[src/rtl/tga_pkg.sv]
`default_nettype none

package tga_pkg;

  localparam int unsigned DIM_W       = 16;
  localparam int unsigned PIX_COUNT_W = 2 * DIM_W;
  localparam int unsigned HDR_IDX_W   = 5;

  // Result kinds
  localparam logic [1:0] KIND_SIZE  = 2'd0;
  localparam logic [1:0] KIND_PIXEL = 2'd1;
  localparam logic [1:0] KIND_ERROR = 2'd2;

  // Error codes
  localparam logic [2:0] ERR_NONE      = 3'd0;
  localparam logic [2:0] ERR_TYPE      = 3'd1;
  localparam logic [2:0] ERR_COLOR_MAP = 3'd2;
  localparam logic [2:0] ERR_PIX_SIZE  = 3'd3;
  localparam logic [2:0] ERR_EARLY_END = 3'd4;

  // Header byte offsets
  localparam logic [HDR_IDX_W-1:0] HDR_ID_LEN    = 5'd0;
  localparam logic [HDR_IDX_W-1:0] HDR_CMAP_KIND = 5'd1;
  localparam logic [HDR_IDX_W-1:0] HDR_IMG_KIND  = 5'd2;
  localparam logic [HDR_IDX_W-1:0] HDR_WIDTH_LO  = 5'd12;
  localparam logic [HDR_IDX_W-1:0] HDR_WIDTH_HI  = 5'd13;
  localparam logic [HDR_IDX_W-1:0] HDR_HEIGHT_LO = 5'd14;
  localparam logic [HDR_IDX_W-1:0] HDR_HEIGHT_HI = 5'd15;
  localparam logic [HDR_IDX_W-1:0] HDR_BPP       = 5'd16;
  localparam logic [HDR_IDX_W-1:0] HDR_LAST      = 5'd17;

  localparam logic [7:0] IMG_KIND_TRUECOLOR = 8'd2;
  localparam logic [7:0] BPP_24             = 8'd24;
  localparam logic [7:0] BPP_32             = 8'd32;
  localparam logic [7:0] ALPHA_OPAQUE       = 8'd255;

  typedef struct packed {
    logic [1:0]       result_kind;
    logic [DIM_W-1:0] image_width;
    logic [DIM_W-1:0] image_height;
    logic [7:0]       red;
    logic [7:0]       green;
    logic [7:0]       blue;
    logic [7:0]       alpha;
    logic             final_result;
    logic [2:0]       error_code;
  } result_t;

endpackage

`default_nettype wire

[src/rtl/tga_if.sv]
`default_nettype none

interface tga_byte_if;
  logic       valid;
  logic       ready;
  logic [7:0] data_byte;
  logic       end_of_stream;

  modport source (output valid, output data_byte, output end_of_stream, input ready);
  modport sink   (input valid, input data_byte, input end_of_stream, output ready);
endinterface

interface tga_result_if;
  logic                      valid;
  logic                      ready;
  logic [1:0]                result_kind;
  logic [tga_pkg::DIM_W-1:0] image_width;
  logic [tga_pkg::DIM_W-1:0] image_height;
  logic [7:0]                red;
  logic [7:0]                green;
  logic [7:0]                blue;
  logic [7:0]                alpha;
  logic                      final_result;
  logic [2:0]                error_code;

  modport source (output valid, output result_kind, output image_width,
                  output image_height, output red, output green, output blue,
                  output alpha, output final_result, output error_code, input ready);
  modport sink   (input valid, input result_kind, input image_width,
                  input image_height, input red, input green, input blue,
                  input alpha, input final_result, input error_code, output ready);
endinterface

`default_nettype wire

[src/rtl/tga_core.sv]
`default_nettype none

module tga_core (
  input  wire logic             clk,
  input  wire logic             rst,
  input  wire logic             take,
  input  wire logic [7:0]       data_byte,
  input  wire logic             end_of_stream,
  output logic                  res_valid,
  output tga_pkg::result_t      res
);

  typedef enum logic [1:0] {PH_HEADER, PH_SKIP, PH_PIXELS, PH_DRAIN} phase_t;

  phase_t                              phase, phase_next;
  logic [tga_pkg::HDR_IDX_W-1:0]       hdr_idx, hdr_idx_next;
  logic [7:0]                          id_len, id_len_next;
  logic [7:0]                          cmap_kind, cmap_kind_next;
  logic [7:0]                          img_kind, img_kind_next;
  logic [7:0]                          bpp, bpp_next;
  logic [tga_pkg::DIM_W-1:0]           width, width_next;
  logic [tga_pkg::DIM_W-1:0]           height, height_next;
  logic [7:0]                          skip_cnt, skip_cnt_next;
  logic [1:0]                          pix_idx, pix_idx_next;
  logic [23:0]                         partial, partial_next;
  logic [tga_pkg::PIX_COUNT_W-1:0]     pix_left, pix_left_next;
  logic [tga_pkg::PIX_COUNT_W-1:0]     area;
  logic                                clear;
  logic [1:0]                          last_idx;

  always_comb begin
    phase_next     = phase;
    hdr_idx_next   = hdr_idx;
    id_len_next    = id_len;
    cmap_kind_next = cmap_kind;
    img_kind_next  = img_kind;
    bpp_next       = bpp;
    width_next     = width;
    height_next    = height;
    skip_cnt_next  = skip_cnt;
    pix_idx_next   = pix_idx;
    partial_next   = partial;
    pix_left_next  = pix_left;
    clear          = 1'b0;
    res_valid      = 1'b0;
    res            = '0;
    last_idx       = (bpp == tga_pkg::BPP_32) ? 2'd3 : 2'd2;

    unique case (phase)
      PH_SKIP: begin
        skip_cnt_next = skip_cnt - 8'd1;
        if (end_of_stream) begin
          res_valid = 1'b1;
          res.result_kind  = tga_pkg::KIND_ERROR;
          res.error_code   = tga_pkg::ERR_EARLY_END;
          res.final_result = 1'b1;
          clear = 1'b1;
        end else if (skip_cnt_next == 8'd0) begin
          phase_next = PH_PIXELS;
        end
      end

      PH_PIXELS: begin
        if (pix_idx < last_idx) begin
          case (pix_idx)
            2'd0:    partial_next[7:0]   = partial[7:0] | data_byte;
            2'd1:    partial_next[15:8]  = partial[15:8] | data_byte;
            2'd2:    partial_next[23:16] = partial[23:16] | data_byte;
            default: partial_next        = partial;
          endcase
          pix_idx_next = pix_idx + 2'd1;
          if (end_of_stream) begin
            res_valid = 1'b1;
            res.result_kind  = tga_pkg::KIND_ERROR;
            res.error_code   = tga_pkg::ERR_EARLY_END;
            res.final_result = 1'b1;
            clear = 1'b1;
          end
        end else begin
          partial_next  = '0;
          pix_idx_next  = 2'd0;
          pix_left_next = pix_left - tga_pkg::PIX_COUNT_W'(1);
          res_valid     = 1'b1;
          if (pix_left_next == '0) begin
            res.result_kind  = tga_pkg::KIND_PIXEL;
            res.final_result = 1'b1;
            if (end_of_stream) clear = 1'b1;
            else phase_next = PH_DRAIN;
          end else if (end_of_stream) begin
            res.result_kind  = tga_pkg::KIND_ERROR;
            res.error_code   = tga_pkg::ERR_EARLY_END;
            res.final_result = 1'b1;
            clear = 1'b1;
          end else begin
            res.result_kind = tga_pkg::KIND_PIXEL;
          end
          if (res.result_kind == tga_pkg::KIND_PIXEL) begin
            res.blue  = partial[7:0];
            res.green = partial[15:8];
            if (last_idx == 2'd3) begin
              res.red   = partial[23:16];
              res.alpha = data_byte;
            end else begin
              res.red   = data_byte;
              res.alpha = tga_pkg::ALPHA_OPAQUE;
            end
          end
        end
      end

      PH_DRAIN: begin
        if (end_of_stream) clear = 1'b1;
      end

      PH_HEADER: begin
        case (hdr_idx)
          tga_pkg::HDR_ID_LEN:    id_len_next    = data_byte;
          tga_pkg::HDR_CMAP_KIND: cmap_kind_next = data_byte;
          tga_pkg::HDR_IMG_KIND:  img_kind_next  = data_byte;
          tga_pkg::HDR_WIDTH_LO:  width_next     = {width[15:8], data_byte};
          tga_pkg::HDR_WIDTH_HI:  width_next     = {data_byte, width[7:0]};
          tga_pkg::HDR_HEIGHT_LO: height_next    = {height[15:8], data_byte};
          tga_pkg::HDR_HEIGHT_HI: height_next    = {data_byte, height[7:0]};
          tga_pkg::HDR_BPP:       bpp_next       = data_byte;
          default:                ;
        endcase
        if (hdr_idx < tga_pkg::HDR_LAST) begin
          hdr_idx_next = hdr_idx + tga_pkg::HDR_IDX_W'(1);
          if (end_of_stream) begin
            res_valid = 1'b1;
            res.result_kind  = tga_pkg::KIND_ERROR;
            res.error_code   = tga_pkg::ERR_EARLY_END;
            res.final_result = 1'b1;
            clear = 1'b1;
          end
        end else begin
          res_valid = 1'b1;
          if (img_kind != tga_pkg::IMG_KIND_TRUECOLOR ||
              cmap_kind != 8'd0 ||
              (bpp != tga_pkg::BPP_24 && bpp != tga_pkg::BPP_32)) begin
            res.result_kind  = tga_pkg::KIND_ERROR;
            res.final_result = 1'b1;
            if (img_kind != tga_pkg::IMG_KIND_TRUECOLOR) res.error_code = tga_pkg::ERR_TYPE;
            else if (cmap_kind != 8'd0) res.error_code = tga_pkg::ERR_COLOR_MAP;
            else res.error_code = tga_pkg::ERR_PIX_SIZE;
            if (end_of_stream) clear = 1'b1;
            else phase_next = PH_DRAIN;
          end else if (width == '0 || height == '0) begin
            res.result_kind  = tga_pkg::KIND_SIZE;
            res.image_width  = width;
            res.image_height = height;
            res.final_result = 1'b1;
            if (end_of_stream) clear = 1'b1;
            else phase_next = PH_DRAIN;
          end else if (end_of_stream) begin
            res.result_kind  = tga_pkg::KIND_ERROR;
            res.error_code   = tga_pkg::ERR_EARLY_END;
            res.final_result = 1'b1;
            clear = 1'b1;
          end else begin
            res.result_kind  = tga_pkg::KIND_SIZE;
            res.image_width  = width;
            res.image_height = height;
            pix_left_next    = area;
            skip_cnt_next    = id_len;
            pix_idx_next     = 2'd0;
            partial_next     = '0;
            phase_next       = (id_len != 8'd0) ? PH_SKIP : PH_PIXELS;
          end
        end
      end

      default: phase_next = PH_HEADER;
    endcase
  end

  // Product of width and height; settles while the last two header bytes pass
  always_ff @(posedge clk) begin
    area <= {{tga_pkg::DIM_W{1'b0}}, width} * {{tga_pkg::DIM_W{1'b0}}, height};
  end

  always_ff @(posedge clk) begin
    if (rst || (take && clear)) begin
      phase     <= PH_HEADER;
      hdr_idx   <= '0;
      id_len    <= '0;
      cmap_kind <= '0;
      img_kind  <= '0;
      bpp       <= '0;
      width     <= '0;
      height    <= '0;
      skip_cnt  <= '0;
      pix_idx   <= '0;
      partial   <= '0;
      pix_left  <= '0;
    end else if (take) begin
      phase     <= phase_next;
      hdr_idx   <= hdr_idx_next;
      id_len    <= id_len_next;
      cmap_kind <= cmap_kind_next;
      img_kind  <= img_kind_next;
      bpp       <= bpp_next;
      width     <= width_next;
      height    <= height_next;
      skip_cnt  <= skip_cnt_next;
      pix_idx   <= pix_idx_next;
      partial   <= partial_next;
      pix_left  <= pix_left_next;
    end
  end

endmodule

`default_nettype wire

[src/rtl/tga_outq.sv]
`default_nettype none

module tga_outq (
  input  wire logic             clk,
  input  wire logic             rst,
  input  wire logic             push,
  input  wire tga_pkg::result_t push_data,
  output logic                  space,
  output logic                  out_valid,
  input  wire logic             out_ready,
  output tga_pkg::result_t      out_data
);

  logic             skid_valid;
  tga_pkg::result_t skid_data;
  logic             pop;

  assign pop   = out_valid && out_ready;
  assign space = !skid_valid;

  always_ff @(posedge clk) begin
    if (rst) begin
      out_valid  <= 1'b0;
      skid_valid <= 1'b0;
    end else if (push) begin
      if (!out_valid || pop) begin
        out_valid <= 1'b1;
        out_data  <= push_data;
      end else begin
        skid_valid <= 1'b1;
        skid_data  <= push_data;
      end
    end else if (pop) begin
      if (skid_valid) begin
        out_data   <= skid_data;
        skid_valid <= 1'b0;
      end else begin
        out_valid <= 1'b0;
      end
    end
  end

endmodule

`default_nettype wire

[src/rtl/tga_uncompressed_rgba_decoder.sv]
`default_nettype none

// Channel   Dir  Payload                                       Transfer
// bytes     in   data_byte[7:0], end_of_stream                 valid && ready
// results   out  result_kind, image_width, image_height, red,  valid && ready
//                green, blue, alpha, final_result, error_code
//
// Takes one file byte per cycle while bytes.ready is high; results are
// registered in the output or skid register. The per-byte parse is one
// step of the header/pixel state machine, and width*height comes from a
// registered multiplier that settles before the last header byte arrives.
// rst is synchronous and clears the parser state and both valid flags.
// bytes.ready drops only while two results wait: one in the output register
// and one in the skid register behind it.

module tga_uncompressed_rgba_decoder (
  input  wire logic      clk,
  input  wire logic      rst,
  tga_byte_if.sink       bytes,
  tga_result_if.source   results
);

  logic             take;
  logic             res_valid;
  logic             space;
  tga_pkg::result_t res;
  tga_pkg::result_t out_data;

  // Accept a byte whenever the skid slot is free
  assign bytes.ready = space;
  assign take        = bytes.valid && space;

  tga_core u_core (
    .clk           (clk),
    .rst           (rst),
    .take          (take),
    .data_byte     (bytes.data_byte),
    .end_of_stream (bytes.end_of_stream),
    .res_valid     (res_valid),
    .res           (res)
  );

  // Hold results until the sink takes them
  tga_outq u_outq (
    .clk       (clk),
    .rst       (rst),
    .push      (take && res_valid),
    .push_data (res),
    .space     (space),
    .out_valid (results.valid),
    .out_ready (results.ready),
    .out_data  (out_data)
  );

  assign results.result_kind  = out_data.result_kind;
  assign results.image_width  = out_data.image_width;
  assign results.image_height = out_data.image_height;
  assign results.red          = out_data.red;
  assign results.green        = out_data.green;
  assign results.blue         = out_data.blue;
  assign results.alpha        = out_data.alpha;
  assign results.final_result = out_data.final_result;
  assign results.error_code   = out_data.error_code;

endmodule

`default_nettype wire

[src/flat_wrapper.sv]
// flat-port wrapper written by rule: the top's interface ports become plain ports
module tga_uncompressed_rgba_decoder_flat 
  (clk, rst, bytes_valid, bytes_data_byte, bytes_end_of_stream, bytes_ready, results_valid, results_result_kind, results_image_width, results_image_height, results_red, results_green, results_blue, results_alpha, results_final_result, results_error_code, results_ready);
  tga_byte_if bytes_i ();
  tga_result_if results_i ();
  input  wire logic clk;
  input  wire logic rst;
  input wire logic [$bits(bytes_i.valid)-1:0] bytes_valid;
  input wire logic [$bits(bytes_i.data_byte)-1:0] bytes_data_byte;
  input wire logic [$bits(bytes_i.end_of_stream)-1:0] bytes_end_of_stream;
  output wire logic [$bits(bytes_i.ready)-1:0] bytes_ready;
  output wire logic [$bits(results_i.valid)-1:0] results_valid;
  output wire logic [$bits(results_i.result_kind)-1:0] results_result_kind;
  output wire logic [$bits(results_i.image_width)-1:0] results_image_width;
  output wire logic [$bits(results_i.image_height)-1:0] results_image_height;
  output wire logic [$bits(results_i.red)-1:0] results_red;
  output wire logic [$bits(results_i.green)-1:0] results_green;
  output wire logic [$bits(results_i.blue)-1:0] results_blue;
  output wire logic [$bits(results_i.alpha)-1:0] results_alpha;
  output wire logic [$bits(results_i.final_result)-1:0] results_final_result;
  output wire logic [$bits(results_i.error_code)-1:0] results_error_code;
  input wire logic [$bits(results_i.ready)-1:0] results_ready;
  assign bytes_i.valid = bytes_valid;
  assign bytes_i.data_byte = bytes_data_byte;
  assign bytes_i.end_of_stream = bytes_end_of_stream;
  assign bytes_ready = bytes_i.ready;
  assign results_valid = results_i.valid;
  assign results_result_kind = results_i.result_kind;
  assign results_image_width = results_i.image_width;
  assign results_image_height = results_i.image_height;
  assign results_red = results_i.red;
  assign results_green = results_i.green;
  assign results_blue = results_i.blue;
  assign results_alpha = results_i.alpha;
  assign results_final_result = results_i.final_result;
  assign results_error_code = results_i.error_code;
  assign results_i.ready = results_ready;
  tga_uncompressed_rgba_decoder u_core (.clk(clk), .rst(rst), .bytes(bytes_i), .results(results_i));
endmodule
[config.mk]
export PLATFORM = sky130hd
export DESIGN_NAME = tga_uncompressed_rgba_decoder_flat
export DESIGN_NICKNAME = d
export VERILOG_FILES = /design/src/rtl/tga_pkg.sv /design/src/rtl/tga_if.sv /design/src/rtl/tga_core.sv /design/src/rtl/tga_outq.sv /design/src/rtl/tga_uncompressed_rgba_decoder.sv /design/src/flat_wrapper.sv
export SDC_FILE = /design/constraint.sdc
export NUM_CORES = 1
export LEC_CHECK = 0
export ABC_AREA = 0
export BUFFER_PORTS_ARGS = -buffer_cell sky130_fd_sc_hd__buf_4
export CAP_MARGIN = 25
export CORE_ASPECT_RATIO = 1.4
export CORE_MARGIN = 2
export CORE_UTILIZATION = 50
export CTS_CLUSTER_SIZE = 10
export DETAILED_ROUTE_END_ITERATION = 7
export PLACE_DENSITY = 0.73
export SLEW_MARGIN = 15
export SYNTH_ARGS = -nofsm -noshare
export SYNTH_HDL_FRONTEND = slang
export SYNTH_SLANG_ARGS = --single-unit
export TNS_END_PERCENT = 30
[constraint.sdc]
create_clock -name clk -period 19.1 [get_ports clk]
set_clock_uncertainty 0.05 [all_clocks]
set_input_delay 0.955 -clock clk [delete_from_list [all_inputs] [get_ports clk]]
set_output_delay 0.955 -clock clk [all_outputs]
set_load 0.01 [all_outputs]
==> reports/metrics.cfg, run 1 <==
[global_routing]
antenna_found_initial = 0
grt_pass1_vias = 16860
grt.total_usage_pct = 23.94
grt_max_degree = 74
grt_first_pass_wirelength_um = 87620
grt_overflow = 0

[cts]
cts_tree = built
cts_buffers = 37
htree_levels = 2
hold_buffers = 0
cts_sinks = 311
cts.repair.resized = 0
clk_latency_ns = 0.54
cts-root-buf = clkbuf_16
postCtsSetupBuffers = 0
clkTransAtPathRegs_ns = 0.06
max-clock-path-buffers = 3

[pwr]
peakVddDrop_uv = 65.62
p_sw_w = 0.0003215
pwr_density_cell_nw_per_um2 = 60.49
combinationalPowerShare_pct = 5.7
switching_share_pct = 22.35
power.leakage_nw = 10.66
p_int_w = 0.001117
seqPwrFrac_pct = 49.5
p_clk_share_pct = 44.8

[floorplanning]
dieArea_um2 = 45180
die_h_um = 250.7
die_w_um = 180.2
io_pins = 85
row_count = 90
initial_core_util_pct = 50.54
core_area_um2 = 43020

[drt]
drt_iter0_drc = 1010
drc = 0
wl_um = 53910
wl_per_cell_um = 19.02
dr.pass1.iters = 7
vias = 16300
vias_per_cell = 5.748
ant_nets = 0

[sta]
max_freq_mhz = 144.4
final.period_utilization_pct = 36.25
finalHoldViolations = 0
drv_slew = 0
rsz0062_at_grt = false
setup_viol = 0
worst_slew_pin_slew_ns = 1.038
post-route-min-period_ns = 6.924
tns_ns = 0
maxSlewHeadroom_pct = 30.71

[logic_synthesis]
synth_cell_type_count = 79
ys_seq_area_share_pct = 35.09
yosysWarnings = 0
synthArstFlopShare_pct = 0
syn_area_um2 = 21740
syn_nets = 2584
syn_inst = 2262
ys_seq_elements = 311
synth_ff_type = dfxtp_1
synth.avg_cell_area_um2 = 9.610
synth-edff-count = 140

[setup_path]
slowest_stage = dfxtp_1
crit_type = flop to flop
critPathLaunchType = flop
critPathCaptureType = flop
cpMostUsedCell = fa_1
cp.arrival_ns = 7.34
path_cells = nand2_1 > fa_1 > fa_1 > fa_1 > inv_1 > fa_1 > fa_1 > inv_1 > fa_1 > inv_1 > ha_1 > a21o_1 > a21o_1 > a21oi_1 > o31ai_1 > o41ai_1 > a21oi_1 > or4b_2 > nand4b_1
crit_buf_inv = 3
critPathMaxFanout = 19
critical_path.max_stage_delay_ns = 1.00
crit_family = adder cells
critPathRequiredTime_ns = 19.52

[layout]
drive_gt1_share_pct = 9.549
areaGrowthSynthToFinish_pct = 9.393
layout.nets = 2581
fin_cells = 2835
diodes = 0

[worst_hold_path]
hp-class = flop to flop

[job]
max_cap_viol_count = 0

[placed_design]
place_inst = 2771
dp_hpwl_um = 38270
gp_congestion = 0.8885
port-buffer-count = 84

[status]
run_status = finished clean

[worst reg2reg max path, cell delays in order, from the launching register on]
cell      delay (ns)
dfxtp_1         1.00
nand2_1         0.23
fa_1            0.57
fa_1            0.52
fa_1            0.52
inv_1           0.06
fa_1            0.44
fa_1            0.52
inv_1           0.05
fa_1            0.47
inv_1           0.04
ha_1            0.37
a21o_1          0.19
a21o_1          0.17
a21oi_1         0.17
o31ai_1         0.11
o41ai_1         0.45
a21oi_1         0.20
or4b_2          0.64
nand4b_1        0.11
[area by class of cell]
class / instances / area [µm²]
clock buffer: 60 / 1033
clock inverter: 3 / 50.05
fill: 3717 / 19240
inverter: 267 / 1002
multi-input combinational: 1542 / 12630
sequential: 311 / 7627
tap: 552 / 690.7
timing repair buffer: 100 / 748.2
[metal layers]
layer / routed length [µm] / share of wire (%) / vias up / track usage [%]
met3: 2869 / 5.3 / 165 / 2.704
li1: - / - / 7493 / -
met2: 28000 / 52 / 575 / 43.02
met4: 2889 / 5.4 / 0 / 12.51
met5: 0 / 0 / - / 0
met1: 20150 / 37 / 8063 / 28.04
[registers in the layout (all words and copies together), names as in the netlist]
name	count
u_core.u_outq.skid_valid	1
u_core.u_core.skip_cnt	8
u_core.u_core.phase	2
u_core.u_core.area	32
u_core.u_outq.skid_data	70
u_core.u_core.height	16
u_core.u_outq.out_valid	1
u_core.u_core.id_len	8
u_core.u_core.cmap_kind	8
u_core.u_core.bpp	8
u_core.u_outq.out_data	70
u_core.u_core.pix_left	32
u_core.u_core.partial	24
u_core.u_core.width	16
u_core.u_core.img_kind	8
u_core.u_core.hdr_idx	5
u_core.u_core.pix_idx	2
[per-stage QoR]
step | power [W] | setup WS, ns | area (µm²) | util (%) | hold WS (ns)
after floorplan | 0.0007774 | 9.304 | 21740 | - | 0.3861
after global placement | 0.0008053 | 12.46 | 22680 | 52.73 | 0.3966
after detailed placement | 0.0008076 | 12.31 | 22690 | 52.75 | 0.4043
after CTS | 0.001447 | 12.30 | 23780 | 55.27 | 0.4176
after global routing | 0.001481 | 11.87 | 23780 | 55.28 | 0.4457
final | 0.001438 | 12.18 | 23780 | 55.28 | 0.4139
[cell usage after synthesis, types with 10 or more instances]
| library cell | n | share of area, % |
|---|---|---|
| a211oi_1 | 18 | 0.62 |
| a21o_1 | 13 | 0.45 |
| a21oi_1 | 91 | 2.1 |
| a31oi_1 | 11 | 0.32 |
| and2_1 | 120 | 3.5 |
| and3_1 | 38 | 1.1 |
| clkbuf_1 | 130 | 2.2 |
| dfxtp_1 | 171 | 16 |
| edfxtp_1 | 140 | 19 |
| fa_1 | 194 | 18 |
| ha_1 | 115 | 6.6 |
| inv_1 | 266 | 4.6 |
| mux2_2 | 35 | 1.8 |
| mux2i_1 | 73 | 3.4 |
| nand2_1 | 260 | 4.5 |
| nand3_1 | 22 | 0.51 |
| nand4_1 | 11 | 0.32 |
| nor2_1 | 208 | 3.6 |
| nor3_1 | 22 | 0.51 |
| nor4_1 | 20 | 0.58 |
| o211ai_1 | 10 | 0.35 |
| o21ai_0 | 66 | 1.5 |
| o31ai_1 | 34 | 1.2 |
| or3_1 | 12 | 0.35 |
| xnor2_1 | 23 | 0.93 |
[kinds of logic after synthesis]
group | share of synthesized area [%]
buffers and inverters | 7.183
flip-flops | 35.09
adder cells (fa/ha/maj) | 24.48
AO/OA/AOI/OAI | 9.428
multiplexers | 5.174
AND/OR/NAND/NOR | 17.35
XOR/XNOR | 1.289
[worst paths after layout]
path | start | to | slack, ns | cells past startpoint
worst max-delay path | u_core.u_core.height[1] | u_core.u_core.area[30] | 12.18 | 19
worst min-delay path | u_core.u_core.partial[16] | u_core.u_core.partial[16] | 0.41 | 2
worst max register to register | u_core.u_core.height[1] | u_core.u_core.area[30] | 12.18 | 19
worst min register to register | u_core.u_core.partial[16] | u_core.u_core.partial[16] | 0.41 | 2
[power groups by stage]
stage               combinational, W  sequential [W]  clock, W
finish                     0.0000816        0.000712  0.000645
global route               0.0000884        0.000713  0.000679
CTS                        0.0000817        0.000712  0.000652
detailed placement         0.0000813        0.000726         0
global placement           0.0000796        0.000726         0
floorplan                  0.0000474        0.000730         0
[placed cells by master (no fill, tap or decap), types with 11 or more instances in the layout]
cell type / synthesis / routed
and2_1: 120 / 120
nor2_1: 208 / 207
nand3_1: 22 / 22
or3_1: 12 / 12
nand4_1: 11 / 11
a21o_1: 13 / 12
mux2_2: 35 / 35
o31ai_1: 34 / 34
nor3_1: 22 / 22
clkbuf_16: 0 / 38
xnor2_1: 23 / 23
nor4_1: 20 / 20
clkbuf_1: 130 / 22
a211oi_1: 18 / 18
o21ai_0: 66 / 66
fa_1: 194 / 194
nand2_1: 260 / 260
a21oi_1: 91 / 91
mux2i_1: 73 / 73
buf_4: 0 / 99
and3_1: 38 / 38
dfxtp_1: 171 / 171
edfxtp_1: 140 / 140
inv_1: 266 / 266
ha_1: 115 / 115
No activity file was read; power rests on OpenSTA's default activity.
==> run 2, diff against run 1 <==
Settings changed: ABC_AREA 0 to 1.
Clock period 19.1 ns to 7.16 ns, I/O delays scaled along.
==> run 2 against run 1 <==
Against the previous run: largest power group unchanged; via count is 12% higher; clock power grew to 2.7 times the previous value; setup slack worse by 11 ns; critical endpoint is now u_core.u_core.area[26]; first-iteration DRC count is 41% higher; total power grew to 2.7 times the previous value; utilization hardly changed; critical path type unchanged; count of clock-buffer cells in the layout is 1 lower.
==> reports/metrics.cfg, run 2 <==
[setup_path]
cp.arrival_ns = 6.62  ; was 7.34 ns
crit_type = flop to flop  ; unchanged
critPathMaxFanout = 18  ; was 19
critPathCaptureType = flop  ; unchanged
critPathRequiredTime_ns = 7.57  ; was 19.52 ns
critPathLaunchType = flop  ; unchanged

[pwr]
peakVddDrop_uv = 160.1  ; was 65.62 µV
power.leakage_nw = 11.93  ; was 10.66 nW
power_w = 0.003869  ; was 0.001438 W
pwr_density_cell_nw_per_um2 = 158.9  ; was 60.49 nW/µm²

[logic_synthesis]
synth-edff-count = 140  ; unchanged
synth_ff_type = dfxtp_1  ; unchanged
syn_area_um2 = 22320  ; was 21740 µm²
syn_inst = 2777  ; was 2262
synth.avg_cell_area_um2 = 8.036  ; was 9.610 µm²
syn_nets = 3099  ; was 2584
synth_common_cells = nand2_1, inv_1, fa_1, a21oi_1, nor2_1  ; was inv_1, nand2_1, nor2_1, fa_1, dfxtp_1
synth.mux.area_fraction_pct = 0  ; was 5.174%
synth_area_leaders = edfxtp_1, fa_1, dfxtp_1  ; unchanged
synth_xor_area_share_pct = 1.531  ; was 1.289%
synthArstFlopShare_pct = 0  ; unchanged
synth_top_cell_by_area = edfxtp_1  ; unchanged
synth-simple-area-share_pct = 20.73  ; was 17.35%
ys_seq_area_share_pct = 34.18  ; was 35.09%
synth_compound_area_share_pct = 8.567  ; was 9.428%
ys_seq_elements = 311  ; unchanged
synth_cell_type_count = 42  ; was 79
synthMostInstantiatedCell = nand2_1  ; was inv_1
synth_top_family_by_area = adder cells  ; unchanged
yosysWarnings = 0  ; unchanged
synthAdderAreaFrac_pct = 23.85  ; was 24.48%
synth_top_area_share_pct = 18.84  ; was 19.34%

[drt]
wl_um = 56980  ; was 53910 µm
drt_iter0_drc = 1421  ; was 1010
wl_per_cell_um = 16.96  ; was 19.02 µm
wl_met1_um = 21180  ; was 20150 µm
dr_wl_met3_um = 3368  ; was 2869 µm
drc = 0  ; unchanged
vias = 18190  ; was 16300
vias_per_cell = 5.414  ; was 5.748
highest_layer = met4  ; unchanged
ant_nets = 0  ; unchanged
dr.pass1.iters = 5  ; was 7
met2_length_um = 28970  ; was 28000 µm

[floorplanning]
row_count = 91  ; was 90
dieArea_um2 = 46360  ; was 45180 µm²
io_pins = 85  ; unchanged
initial_core_util_pct = 50.65  ; was 50.54%
core_area_um2 = 44060  ; was 43020 µm²
die_h_um = 254.0  ; was 250.7 µm
die_w_um = 182.6  ; was 180.2 µm

[layout]
layout_commonest_cell = nand2_1  ; was inv_1
final_cell_mix = nand2_1, inv_1, fa_1, a21oi_1, nor2_1  ; was inv_1, nand2_1, nor2_1, fa_1, dfxtp_1
diodes = 0  ; unchanged
final_area_um2 = 24340  ; was 23780 µm²
layout.nets = 3101  ; was 2581
register_area_um2 = 7627  ; unchanged
reg_top3 = u_core.u_outq.out_data (70), u_core.u_outq.skid_data (70)  ; unchanged
areaGrowthSynthToFinish_pct = 9.083  ; was 9.393%
multi_input_area_um2 = 12220  ; was 12630 µm²
num-fill-cells = 3961  ; was 3717
drive_gt1_share_pct = 6.745  ; was 9.549%

[cts]
cts-root-buf = clkbuf_16  ; unchanged
postCtsSetupBuffers = 0  ; unchanged
cts.repair.resized = 0  ; unchanged
max-clock-path-buffers = 3  ; unchanged
cts_sinks = 311  ; unchanged
cts_buffers = 37  ; unchanged
clk_latency_ns = 0.54  ; about the same
htree_levels = 2  ; unchanged
clkTransAtPathRegs_ns = 0.06  ; about the same
cts_tree = built  ; unchanged

[placed_design]
place_area_um2 = 23200  ; was 22690 µm²
port-buffer-count = 84  ; unchanged
dp_hpwl_um = 41870  ; was 38270 µm
gp_congestion = 0.8977  ; was 0.8885

[global_routing]
grt_pass1_vias = 18820  ; was 16860
grt_first_pass_wirelength_um = 93070  ; was 87620 µm
grt.total_usage_pct = 25.13  ; was 23.94%
antenna_found_initial = 0  ; unchanged
grt_overflow = 0  ; unchanged
grt_max_degree = 76  ; was 74

[sta]
post-route-min-period_ns = 6.209  ; was 6.924 ns
rsz0062_at_grt = false  ; unchanged
max_freq_mhz = 161.1  ; was 144.4 MHz
final.period_utilization_pct = 86.71  ; was 36.25%
maxSlewHeadroom_pct = 33.91  ; was 30.71%
finalHoldViolations = 0  ; unchanged
setup_viol = 0  ; unchanged
drv_slew = 0  ; unchanged
worst_slew_pin_slew_ns = 0.9899  ; was 1.038 ns
tns_ns = 0  ; unchanged

[worst_hold_path]
hp-class = input port to flop  ; was flop to flop

[job]
max_cap_viol_count = 0  ; unchanged

[status]
run_status = finished clean  ; unchanged

[run 2: logic make-up after synthesis]
| logic type | after synthesis |
|---|---|
| compound gates | 356 |
| simple gates | 1113 |
| buf+inv | 649 |
| flops | 311 |
| xor+xnor | 39 |
| fa+ha+maj | 309 |
[run 2: cell type report]
class,instances,area share [%]
sequential,311,31.33
timing repair buffer,100,3.125
inverter,512,7.895
clock inverter,3,0.2724
multi-input combinational,1817,50.20
tap,558,2.868
clock buffer,59,4.312
[run 2: timing repair]
| action | CTS | global route |
|---|---|---|
| endpoints found under the hold margin | 1 | 0 |
| hold buffers | 1 | 0 |
| endpoints found under the setup margin | 0 | 0 |
[run 2: final timing paths]
check,startpoint,to,slack [ns],cells after the start
setup / recovery,u_core.u_core.width[9],u_core.u_core.area[26],0.95,17
setup reg to reg,u_core.u_core.width[9],u_core.u_core.area[26],0.95,17
hold reg to reg,u_core.u_core.partial[18],u_core.u_core.partial[18],0.40,2
hold / removal,results_ready,u_core.u_outq.skid_valid,0.10,4
[run 2: where the power goes]
group / leakage [nW] / internal (W) / total, W / switching [W]
registers: 2.74 / 0.00187 / 0.00189 / 0.0000126
logic: 8.66 / 0.0000580 / 0.000214 / 0.000156
clock network: 0.536 / 0.00104 / 0.00177 / 0.000727
[run 2: layer usage]
layer  vias to the layer above  global-route usage, %
met5                         -                      0
met4                         0                  14.61
met3                       216                  2.938
met2                       715                  45.83
met1                      8616                  28.25
li1                       8643                      -
[run 2: per-stage QoR]
| step | worst slack [ns] | instances | hold slack [ns] | util (%) |
|---|---|---|---|---|
| after detailed placement | 1.031 | 3296 | 0.3960 | 52.66 |
| after global routing | 0.5501 | 3360 | 0.1159 | 55.25 |
| after floorplan | 0.3634 | 2777 | 0.3771 | - |
| final | 0.9515 | 3360 | 0.1024 | 55.25 |
| after CTS | 1.000 | 3359 | 0.08396 | 55.21 |
| after global placement | 1.146 | 3296 | 0.3900 | 52.66 |
[run 2: worst max-delay path, stage by stage (launching register included)]
cell	delay (ns)
dfxtp_1	0.87
nand2_1	0.17
fa_1	0.52
fa_1	0.57
fa_1	0.46
fa_1	0.56
inv_1	0.05
fa_1	0.48
inv_1	0.05
fa_1	0.52
inv_1	0.05
ha_1	0.32
a21oi_1	0.24
o21a_1	0.14
a21boi_0	0.48
o21ai_0	0.23
a21oi_1	0.20
xnor2_1	0.14
==> run 3, diff against run 2 <==
Settings changed: ABC_AREA 1 to 0.
==> run 3 against run 2 <==
Against the previous run: register-to-register slack worse by 0.50 ns; total power is 1.0% lower; via count is 10% lower; sequential cell count stayed put; combinational power is 2% higher; clock power is 3% lower; non-clock buffer count is 13 higher; sequential power hardly changed; routed wire length is 7.5% lower; worst hold slack better by 0.10 ns; utilization is 0.33 points higher; critical endpoint is now u_core.u_core.area[31]; largest power group unchanged.
==> reports/metrics.cfg, run 3 (synthesis results as in run 1) <==
[status]
run_status = finished clean  ; unchanged

[global_routing]
antenna_found_initial = 0  ; unchanged
grt_max_degree = 74  ; was 76
grt_pass1_vias = 16610  ; was 18820
grt.total_usage_pct = 23.19  ; was 25.13%
grt_first_pass_wirelength_um = 85190  ; was 93070 µm
grt_overflow = 0  ; unchanged

[drt]
wl_met1_um = 20240  ; was 21180 µm
met2_length_um = 27620  ; was 28970 µm
dr.pass1.iters = 6  ; was 5
drt_iter0_drc = 1083  ; was 1421
ant_nets = 0  ; unchanged
wl_um = 52680  ; was 56980 µm
vias_per_cell = 5.727  ; was 5.414
dr_wl_met3_um = 2650  ; was 3368 µm
drc = 0  ; unchanged
wl_per_cell_um = 18.51  ; was 16.96 µm
vias = 16300  ; was 18190
highest_layer = met4  ; unchanged

[cts]
clkTransAtPathRegs_ns = 0.06  ; about the same
clk_latency_ns = 0.55  ; was 0.54 ns
max-clock-path-buffers = 3  ; unchanged
cts-root-buf = clkbuf_16  ; unchanged
postCtsSetupBuffers = 0  ; unchanged
cts_buffers = 37  ; unchanged
cts_tree = built  ; unchanged
htree_levels = 2  ; unchanged
cts_sinks = 311  ; unchanged

[floorplanning]
die_w_um = 180.2  ; was 182.6 µm
io_pins = 85  ; unchanged
die_h_um = 250.7  ; was 254.0 µm
row_count = 90  ; was 91
core_area_um2 = 43020  ; was 44060 µm²
dieArea_um2 = 45180  ; was 46360 µm²
initial_core_util_pct = 50.54  ; was 50.65%

[sta]
maxSlewHeadroom_pct = 31.22  ; was 33.91%
rsz0062_at_grt = false  ; unchanged
worst_slack_ns = 0.4476  ; was 0.9515 ns
finalHoldViolations = 0  ; unchanged
post-route-min-period_ns = 6.712  ; was 6.209 ns
drv_slew = 0  ; unchanged
max_freq_mhz = 149.0  ; was 161.1 MHz
worst_slew_pin_slew_ns = 1.006  ; was 0.9899 ns
setup_viol = 0  ; unchanged
final.period_utilization_pct = 93.75  ; was 86.71%

[placed_design]
place_area_um2 = 22800  ; was 23200 µm²
port-buffer-count = 84  ; unchanged
gp_congestion = 0.8857  ; was 0.8977
place_inst = 2782  ; was 3296
dp_hpwl_um = 37490  ; was 41870 µm
place_ws_ns = 0.4847  ; was 1.031 ns

[worst_hold_path]
hp-class = input port to flop  ; unchanged

[layout]
layout_commonest_cell = inv_1  ; was nand2_1
drive_gt1_share_pct = 10.11  ; was 6.745%
reg_top3 = u_core.u_outq.out_data (70), u_core.u_outq.skid_data (70)  ; unchanged
fin_cells = 2846  ; was 3360
utilization_pct = 55.58  ; was 55.25%
layout.nets = 2594  ; was 3101
final_area_um2 = 23910  ; was 24340 µm²
final_cell_mix = inv_1, nand2_1, nor2_1, fa_1, dfxtp_1  ; was nand2_1, inv_1, fa_1, a21oi_1, nor2_1
diodes = 0  ; unchanged
areaGrowthSynthToFinish_pct = 9.980  ; was 9.083%
num-fill-cells = 3696  ; was 3961

[pwr]
power.leakage_nw = 10.73  ; was 11.93 nW
peakVddDrop_uv = 129.0  ; was 160.1 µV
pwr_density_cell_nw_per_um2 = 160.2  ; was 158.9 nW/µm²

[setup_path]
critPathLaunchType = flop  ; unchanged
critPathRequiredTime_ns = 7.51  ; was 7.57 ns
critPathCaptureType = flop  ; unchanged
crit_type = flop to flop  ; unchanged
cp.arrival_ns = 7.07  ; was 6.62 ns
critPathMaxFanout = 19  ; was 18

[job]
max_cap_viol_count = 0  ; unchanged

[run 3: changes by cell type in the layout (fill, tap and decap cells not counted), moves of 15 or more]
cell	previous run	this run
and2_1	2	120
xor2_1	24	9
inv_1	506	266
nor2_1	173	207
nand3_1	71	22
nand4_1	57	11
mux2i_1	0	73
nor2_2	17	0
o21ai_0	130	66
and3_1	0	38
nand2_1	721	260
o31ai_1	0	34
mux2_2	0	35
a21oi_1	178	91
[run 3: layout make-up]
cell class	instances	area [µm²]	share of cell area (%)
Multi-Input combinational cell	1542	12650	52.92
Clock buffer	56	1007	4.213
Sequential cell	311	7627	31.90
Tap cell	552	690.7	2.889
Clock inverter	5	77.57	0.3245
Inverter	267	1002	4.192
Timing Repair Buffer	113	850.8	3.559
[run 3: routing by layer]
layer / GRT usage, % / up-vias
li1: - / 7512
met3: 2.675 / 143
met1: 27.35 / 8100
met5: 0 / -
met4: 10.05 / 0
met2: 42.37 / 543
[run 3: worst paths after layout]
path,from,endpoint,slack (ns),depth (start not counted)
worst max-delay path,u_core.u_core.height[2],u_core.u_core.area[31],0.45,19
worst min-delay path,bytes_data_byte[1],u_core.u_core.partial[17],0.20,3
worst max register to register,u_core.u_core.height[2],u_core.u_core.area[31],0.45,19
worst min register to register,u_core.u_core.partial[9],u_core.u_core.partial[9],0.42,2
[run 3: timing repair]
action,in CTS,in global routing
hold buffers,2,0
resized for setup,0,0
hold endpoints to repair,2,0
[run 3: where the power goes]
part | switching (W) | total [W] | internal (W) | leakage [nW]
clock network | 0.000731 | 0.00171 | 0.000979 | 0.514
logic | 0.000142 | 0.000219 | 0.0000772 | 7.53
registers | 0.0000154 | 0.00190 | 0.00188 | 2.69
total | 0.000889 | 0.00383 | 0.00294 | 10.7
[run 3: metrics by stage]
step	total power (W)	hold WS, ns	setup TNS [ns]
finish	0.003829	0.2046	0
global route	0.003946	0.1868	0
CTS	0.003853	0.1808	0
detailed placement	0.002155	0.4051	0
global placement	0.002150	0.3967	0
floorplan	0.002073	0.3771	-27.82
[run 3: critical path, cell delays in order (launching register included)]
cell,delay [ns]
dfxtp_1,0.82
nand2_1,0.17
fa_1,0.53
fa_1,0.57
fa_1,0.44
fa_1,0.54
inv_1,0.05
fa_1,0.48
inv_1,0.05
fa_1,0.47
inv_1,0.05
ha_1,0.35
a21oi_1,0.14
o21ai_0,0.23
a2111o_1,0.50
nand2_1,0.11
a311o_1,0.27
o21ai_0,0.17
a2111oi_0,0.47
nor3b_1,0.09
